**src/hdl/ycc_pkg.sv**
```systemverilog
// ----------------------------------------------------------------------------
// ycc_pkg: shared types and constants for the 4:2:2 YCbCr to RGB pair block
// Beat structs, chroma term bundle, BT.601 coefficients and format codes.
// ----------------------------------------------------------------------------
package ycc_pkg;

    localparam int TERM_W = 18;

    localparam logic signed [TERM_W-1:0] COEF_CR_RED   = 18'sd351;
    localparam logic signed [TERM_W-1:0] COEF_CR_GREEN = 18'sd179;
    localparam logic signed [TERM_W-1:0] COEF_CB_GREEN = 18'sd86;
    localparam logic signed [TERM_W-1:0] COEF_CB_BLUE  = 18'sd443;
    localparam logic [8:0]               CHROMA_BIAS   = 9'd128;

    localparam logic [1:0] FMT_RGB888  = 2'd0;
    localparam logic [1:0] FMT_RGB565  = 2'd1;
    localparam logic [1:0] FMT_RGB332  = 2'd2;
    localparam logic [1:0] FMT_GREY565 = 2'd3;

    typedef struct packed {
        logic [7:0] luma0;
        logic [7:0] luma1;
        logic [7:0] chroma_red;
        logic [7:0] chroma_blue;
    } pair_t;

    typedef struct packed {
        logic [23:0] pixel0;
        logic [23:0] pixel1;
    } pixels_t;

    typedef struct packed {
        logic signed [TERM_W-1:0] red;
        logic signed [TERM_W-1:0] green;
        logic signed [TERM_W-1:0] blue;
    } chroma_terms_t;

endpackage

```
**src/hdl/ycc_chroma.sv**
```systemverilog
// ----------------------------------------------------------------------------
// ycc_chroma: shared chroma terms
// Removes the chroma bias and forms the red, green and blue chroma products
// that both luma lanes add to their scaled luma.
// ----------------------------------------------------------------------------
module ycc_chroma
    import ycc_pkg::*;
(
    input  logic [7:0]    chroma_red,
    input  logic [7:0]    chroma_blue,
    output chroma_terms_t terms
);

    logic signed [TERM_W-1:0] cr;
    logic signed [TERM_W-1:0] cb;
    logic [8:0]               cr_c;
    logic [8:0]               cb_c;

    assign cr_c = {1'b0, chroma_red} - CHROMA_BIAS;
    assign cb_c = {1'b0, chroma_blue} - CHROMA_BIAS;

    assign cr = {{(TERM_W-9){cr_c[8]}}, cr_c};
    assign cb = {{(TERM_W-9){cb_c[8]}}, cb_c};

    assign terms.red   = cr * COEF_CR_RED;
    assign terms.green = -(cr * COEF_CR_GREEN) - (cb * COEF_CB_GREEN);
    assign terms.blue  = cb * COEF_CB_BLUE;

endmodule

```
**src/hdl/ycc_lane.sv**
```systemverilog
// ----------------------------------------------------------------------------
// ycc_lane: one pixel lane
// Adds scaled luma to the shared chroma terms, clips each component to
// 0..255 and packs the pixel in the selected format.
// ----------------------------------------------------------------------------
module ycc_lane
    import ycc_pkg::*;
(
    input  logic [7:0]    luma,
    input  chroma_terms_t terms,
    input  logic [1:0]    output_format,
    output logic [23:0]   pixel
);

    logic signed [TERM_W-1:0] base;
    logic signed [TERM_W-1:0] sum_r;
    logic signed [TERM_W-1:0] sum_g;
    logic signed [TERM_W-1:0] sum_b;
    logic [7:0]               r;
    logic [7:0]               g;
    logic [7:0]               b;

    function automatic logic [7:0] clip(input logic signed [TERM_W-1:0] s);
        logic [7:0] c;
        if (s[TERM_W-1])
            c = 8'd0;
        else if (|s[TERM_W-2:16])
            c = 8'hFF;
        else
            c = s[15:8];
        return c;
    endfunction

    assign base  = {{(TERM_W-16){1'b0}}, luma, 8'd0};
    assign sum_r = base + terms.red;
    assign sum_g = base + terms.green;
    assign sum_b = base + terms.blue;

    assign r = clip(sum_r);
    assign g = clip(sum_g);
    assign b = clip(sum_b);

    always_comb
    begin
        unique case (output_format)
            FMT_RGB888:  pixel = {r, g, b};
            FMT_RGB565:  pixel = {8'd0, r[7:3], g[7:2], b[7:3]};
            FMT_RGB332:  pixel = {16'd0, r[7:5], g[7:5], b[7:6]};
            FMT_GREY565: pixel = {8'd0, luma[7:3], luma[7:2], luma[7:3]};
            default:     pixel = 24'd0;
        endcase
    end

endmodule

```
**src/hdl/ycbcr422_to_rgb_pair.sv**
```systemverilog
// ----------------------------------------------------------------------------
// ycbcr422_to_rgb_pair: 4:2:2 YCbCr pair to two packed RGB pixels
// Shared chroma stage, two luma lanes, merged into one output beat.
// ----------------------------------------------------------------------------
// Throughput: one pixel pair per cycle when the output is not stalled; a
// two-stage pipeline (stage 1, then the output register) in which output
// back-pressure stalls each stage only while it holds a beat.
// Reset: asynchronous, active low; clears pipeline valids, format to rgb888.
module ycbcr422_to_rgb_pair
    import ycc_pkg::*;
(
    input  logic       clk,
    input  logic       rst_n,

    input  logic       cfg_valid,
    output logic       cfg_ready,
    input  logic [1:0] cfg_data,

    input  logic       pair_valid,
    output logic       pair_ready,
    input  pair_t      pair,

    output logic       pixels_valid,
    input  logic       pixels_ready,
    output pixels_t    pixels
);

    logic [1:0]    fmt_reg;
    logic          s1_valid_reg;
    logic [7:0]    s1_luma0_reg;
    logic [7:0]    s1_luma1_reg;
    chroma_terms_t s1_terms_reg;
    chroma_terms_t terms_next;
    logic          out_valid_reg;
    pixels_t       out_reg;
    pixels_t       out_next;
    logic          adv2;
    logic          adv1;

    assign cfg_ready = 1'b1;

    always_ff @(posedge clk or negedge rst_n)
    begin
        if (!rst_n)
            fmt_reg <= FMT_RGB888;
        else if (cfg_valid)
            fmt_reg <= cfg_data;
    end

    ycc_chroma u_chroma (
        .chroma_red  (pair.chroma_red),
        .chroma_blue (pair.chroma_blue),
        .terms       (terms_next)
    );

    assign adv2       = !out_valid_reg || pixels_ready;
    assign adv1       = !s1_valid_reg || adv2;
    assign pair_ready = adv1;

    always_ff @(posedge clk or negedge rst_n)
    begin
        if (!rst_n)
            s1_valid_reg <= 1'b0;
        else if (adv1)
            s1_valid_reg <= pair_valid;
    end

    always_ff @(posedge clk)
    begin
        if (adv1 && pair_valid)
        begin
            s1_luma0_reg <= pair.luma0;
            s1_luma1_reg <= pair.luma1;
            s1_terms_reg <= terms_next;
        end
    end

    ycc_lane u_lane0 (
        .luma          (s1_luma0_reg),
        .terms         (s1_terms_reg),
        .output_format (fmt_reg),
        .pixel         (out_next.pixel0)
    );

    ycc_lane u_lane1 (
        .luma          (s1_luma1_reg),
        .terms         (s1_terms_reg),
        .output_format (fmt_reg),
        .pixel         (out_next.pixel1)
    );

    // merge: both lanes land in one output beat
    always_ff @(posedge clk or negedge rst_n)
    begin
        if (!rst_n)
            out_valid_reg <= 1'b0;
        else if (adv2)
            out_valid_reg <= s1_valid_reg;
    end

    always_ff @(posedge clk)
    begin
        if (adv2 && s1_valid_reg)
            out_reg <= out_next;
    end

    assign pixels_valid = out_valid_reg;
    assign pixels       = out_reg;

`ifndef SYNTH
    a_s1_hold: assert property (@(posedge clk) disable iff (!rst_n)
        s1_valid_reg && !adv2 |=> s1_valid_reg)
        else $error("stage 1 beat dropped under stall");

    a_s1_load: assert property (@(posedge clk) disable iff (!rst_n)
        pair_valid && pair_ready |=> s1_valid_reg)
        else $error("accepted beat not in stage 1");

    a_s1_drain: assert property (@(posedge clk) disable iff (!rst_n)
        s1_valid_reg && adv2 |=> pixels_valid)
        else $error("stage 1 beat did not reach output");

    a_pack_565: assert property (@(posedge clk) disable iff (!rst_n)
        pixels_valid && fmt_reg != FMT_RGB888 |->
        pixels.pixel0[23:16] == 8'd0 && pixels.pixel1[23:16] == 8'd0)
        else $error("upper byte set in 16-bit packing");

    a_pack_332: assert property (@(posedge clk) disable iff (!rst_n)
        pixels_valid && fmt_reg == FMT_RGB332 |->
        pixels.pixel0[23:8] == 16'd0 && pixels.pixel1[23:8] == 16'd0)
        else $error("upper bits set in rgb332 packing");
`endif

endmodule
```
**config.mk**
```make
export PLATFORM = sky130hd
export DESIGN_NAME = ycbcr422_to_rgb_pair
export DESIGN_NICKNAME = d
export VERILOG_FILES = /design/src/hdl/ycc_pkg.sv /design/src/hdl/ycc_chroma.sv /design/src/hdl/ycc_lane.sv /design/src/hdl/ycbcr422_to_rgb_pair.sv
export SDC_FILE = /design/constraint.sdc
export NUM_CORES = 1
export LEC_CHECK = 0
export BUFFER_PORTS_ARGS = -buffer_cell sky130_fd_sc_hd__buf_2
export CAP_MARGIN = 20
export CELL_PAD_IN_SITES_DETAIL_PLACEMENT = 1
export CELL_PAD_IN_SITES_GLOBAL_PLACEMENT = 2
export CORE_UTILIZATION = 40
export CTS_BUF_LIST = sky130_fd_sc_hd__clkbuf_2 sky130_fd_sc_hd__clkbuf_4 sky130_fd_sc_hd__clkbuf_8
export CTS_CLUSTER_DIAMETER = 60
export DETAILED_ROUTE_END_ITERATION = 16
export PLACE_DENSITY = 0.89
export SETUP_SLACK_MARGIN = 0.2
export SLEW_MARGIN = 5
export SYNTH_ARGS = -nofsm -noshare
export SYNTH_HDL_FRONTEND = slang
export SYNTH_SLANG_ARGS = --single-unit
```
**constraint.sdc**
```tcl
create_clock -name clk -period 3.1 [get_ports clk]
set_input_delay 0.62 -clock clk [delete_from_list [all_inputs] [get_ports clk]]
set_output_delay 0.62 -clock clk [all_outputs]
set_load 0.01 [all_outputs]
```
Yosys cells after proc, flatten, opt, wreduce, memory -nomap -nowiden:

Cells that the tools add are included.

* bits in registers: 122
* input bits: 39
* output and inout port bits: 51
* word-level logic and storage cells: 48

* add/sub/neg operators: 10
* multipliers: 4
* eq/ne operators: 3
* mux-type cells: 14
* reductions and logical operators: 7

Operators by type and width (count)
* one-hot mux 24 bit (4 select lines): 2
* adder 17 x 18 -> 18 bit: 6
* 2-to-1 mux 8 bit: 12
* multiplier 9 x 10 -> 18 bit (second input constant): 2
* multiplier 9 x 9 -> 18 bit (second input constant): 1
* negation 18 bit: 1
* subtractor 18 bit: 1
* subtractor 8 x 8 -> 9 bit (second input constant): 2
* multiplier 9 x 7 -> 16 bit (second input constant): 1
* == test 2 bit (second input constant): 2
* == test 2 x 1 -> 1 bit (second input constant): 1
* logical AND 1 bit: 2
* zero test 1 bit: 2
* zero test 2 bit: 1
* logical OR 1 bit: 2

Logic depth before layout (Yosys ltp):

* depth in word-level cells: 4
* depth in mapped cells: 28
* depth with buffers taken out: 28

Cells and area by module:

A second synthesis with hierarchy kept.

* cell total of the unflattened synthesis: 1395
* area total of the unflattened synthesis: 13892.1 µm²

Modules (own cells, without submodules)
* ycc_chroma: instances 1, cells each 763, area an instance 6745.2 µm², sequential area each 0.0 µm²
* ycbcr422_to_rgb_pair: instances 1, cells each 132, area an instance 3731.1 µm², sequential area each 3643.5 µm²
* ycc_lane: instances 2, cells each 250, area an instance 1707.9 µm², sequential area each 0.0 µm²

Worst setup path after synthesis:

No wires, ideal clock.

* path kind: input port to flip-flop
* from: input pair[7] (netlist bit)
* to: register s1_terms_reg[35] (netlist bit), data pin
* library setup time: 260 ps
* arrival: 6964 ps
* required time: 2840 ps
* slack: -4123 ps
* stages on the path: 27
* path buffers: 0
* cell sequence: inv_1 > ha_1 > ha_1 > inv_1 > fa_1 > fa_1 > inv_1 > ha_1 > o21a_1 > o31a_1 > or4_1 > a31oi_1 > xnor2_1 > ha_1 > inv_1 > fa_1 > inv_1 > fa_1 > fa_1 > inv_1 > ha_1 > and3_1 > a211oi_1 > o21ai_0 > a31oi_1 > o21bai_1 > xnor2_1

RTL lines
* start: declaration: line ycbcr422_to_rgb_pair.sv:21 `input pair_t pair,`
* end signal: assignment: line ycbcr422_to_rgb_pair.sv:74 `s1_terms_reg <= terms_next;`
* end: declaration: line ycbcr422_to_rgb_pair.sv:32 `chroma_terms_t s1_terms_reg;`

==> metrics <==
most common cell type on the critical path=fa_1; FF-to-FF path depth=12; CP arrival=6.68 ns; Hold Path Origin=pair[21]; post-DP HPWL=around 31 mm; CP max-delay cell=fa_1; RSZ-0062 raised after global routing=yes; worst-margin pin slew=1.05 ns; top_reg_cell synth=edfxtp_1; clock buffer depth=2; number of synthesized register bits=98; WHS Endpoint=s1_luma1_reg[5]; final slew viol count=0; die footprint=approximately 32000 sq um; antenna-violating nets left=0; Clock transition at path regs=0.10 ns; n_diodes=0; sequential element share of the synthesized area=23.4%; FFs w/ async S/R, synth=slightly above 4%; Root Driver=clkbuf_8; warning count from the yosys run=0; Final Hold Vio Count=0; Die Y=179 microns; failing checks=negative setup slack; reg-to-reg critical path startpoint=s1_luma0_reg[1]; Rows=64; core area=30700 sq um; initial core utilization=between 40 and 50%; first-pass GRT wire length=58.3 mm; Worst-Skew Late Latency=0.42 ns; CTS tree=done; H-tree depth=3; drt pass-1 iters=5; First DRT Iteration DRCs=533; vias per cell=around 5.3; critical setup path kind=input pin to flop; Synth cell types=between 70 and 80; number of flops mapped to enable cells by yosys=94; port bufs=between 80 and 90; routability cong.=0.899; Max Fclk=154 MHz; synth-to-layout area growth=32.5%; GRT Total Usage=between 20% and 30%; Hold Path Class=input pin to flop; maxcap violations=0; Max-Slew Margin vs Limit=30.1%; Setup violations, final=30; skew final=0.0101 ns; post-synthesis net count=1653; largest net degree at the start of global routing=49; Period minus WS final=6.51 ns; CP Capture Type=flop; Max Fanout on Critical Path=3; initial antenna violation count=0; register-to-register setup slack=0.22 ns; number of flip-flops under the largest register name=48; status=finished with violations; Final Worst Setup Slack=-3.41 ns; DRC=0; fraction of layout cells with a size suffix above 1=33.1%; WP data required=3.27 ns; cell family with most CP delay=adder cells; WL/cell=19.0 microns; vias in the first global route=between 10k and 15k; worst r2r dst=pixels[27]; TritonCTS Sinks=98; Cells after Synth=1294; vias=10.6k; Detailed Route WL=approximately 38 mm; Die X=179 microns; CP Buf/Inv Count=6; hold_ws=0.372 ns; Num CTS Buffers=9; NumNets Final=1958; grt ovf=0; io pins=90; type of origin of the critical path=input pin; Slowest Stage Delay on Critical Path=about 0.56 ns; hold depth=1; Post-Syn Area=12500 sq um; Mean Syn Cell Area=9.66 sq um; final period utilization=210%
[cells by family (layout without fill, tap and decap cells)]
group	Yosys count	after routing	synth area share [%]
AND/OR/NAND/NOR	253	253	9.78
adder cells (fa/ha/maj)	320	320	37.9
AO/OA/AOI/OAI	296	296	16.0
flip-flops	98	98	23.4
multiplexers	2	2	0.160
other	1	1	0.0300
XOR/XNOR	73	73	5.12
buffers and inverters	251	561	7.64
[cells in the final DEF, fill, tap and decap left out, drive strengths merged, types with 6 or more instances in the layout]
master	Yosys	final
buf	4	309
inv	235	235
ha	222	222
fa	98	98
edfxtp	94	94
nor2	85	85
o21ai	67	67
a21oi	63	63
nand2	51	51
xnor2	50	50
nor3	27	27
xor2	23	23
o21a	23	23
a21o	20	20
nand2b	19	19
nor2b	19	19
a211oi	17	17
nand3	13	13
o211ai	12	12
a31oi	10	10
clkbuf	12	9
and3	9	9
o31ai	9	9
o31a	8	8
o21bai	8	8
or2	6	6
[synth_stat cells, types with 3 or more instances]
cell	n	area, sq um
a211o_1	5	43.8
a211oi_1	16	120
a21o_1	20	150
a21oi_1	63	315
a221o_1	3	30.0
a221oi_1	3	26.3
a22oi_1	5	37.5
a31oi_1	10	62.6
and3_1	9	56.3
clkbuf_1	12	45.0
dfrtp_1	4	100
edfxtp_1	94	2820
fa_1	98	1960
ha_1	222	2780
inv_1	234	878
nand2_1	51	191
nand2b_1	19	119
nand3_1	13	65.1
nand4_1	3	18.8
nor2_1	85	319
nor2b_1	19	119
nor3_1	27	135
nor3b_1	4	30.0
o2111ai_1	3	26.3
o211a_1	5	50.1
o211ai_1	11	82.6
o21a_1	22	165
o21ai_0	57	285
o21ai_1	9	45.0
o21bai_1	8	60.1
o22ai_1	3	18.8
o311a_1	3	30.0
o311ai_0	4	35.0
o31a_1	8	70.1
o31ai_1	8	60.1
o41ai_1	3	26.3
or2_2	5	31.3
or3_1	4	25.0
xnor2_1	50	438
xor2_1	23	201
[worst reg2reg max path, delay by kind of cell, from the launching register on]
kind / cells / cell delay, ns
flops: 1 / 0.45
buf+inv: 5 / 0.79
simple gates: 1 / 0.05
fa+ha+maj: 1 / 0.22
compound gates: 4 / 1.10
xor+xnor: 1 / 0.11
[worst max path at each step]
stage	from	endpoint	slack [ns]	cells past startpoint
after floorplan	pair[7]	s1_terms_reg[35]	-3.74	27
after global placement	pair[3]	s1_terms_reg[34]	-3.98	27
after detailed placement	pair[3]	s1_terms_reg[34]	-4.23	27
after CTS	pair[5]	s1_terms_reg[35]	-3.50	27
after global routing	pair[5]	s1_terms_reg[34]	-3.58	28
final	pair[5]	s1_terms_reg[34]	-3.41	26
[area by class of cell]
type	count	area, sq um
fillers	3441	14100
multi-input cells	945	9790
flip-flops and latches	98	2920
repair buffers	310	2260
inverters	235	898
well taps	396	495
clock buffers	9	124
clock inverters	7	60.1
[what timing repair did]
item	4_1_cts	5_1_grt
buffers inserted	22	18
hold buffers	1	0
pin swaps	71	78
hold endpoints to repair	4	0
endpoints found under the setup margin	58	70
resized for setup	97	105
[stage by stage]
step | cell area, sq um | TNS (ns) | setup WS, ns | std cells | util, %
final | 16600 | -52.16 | -3.41 | 2000 | 54.0
after global placement | 15100 | -66.34 | -3.98 | 1943 | 49.4
after CTS | 15900 | -53.26 | -3.50 | 1982 | 51.9
after detailed placement | 15100 | -69.93 | -4.23 | 1943 | 49.4
after floorplan | 12900 | -51.49 | -3.74 | 1294 | -
after global routing | 16600 | -55.88 | -3.58 | 2000 | 54.0
[layer usage]
layer	vias up	part of all wire [%]	track usage, %
met5	-	0	0
met4	0	3.2	8.58
met3	73	2.5	2.27
met2	206	53	45.5
met1	5256	41	27.3
li1	5096	-	-
Power is not shown: default switching activity piles up to over one toggle a cycle in this logic, so the estimate is an artifact.
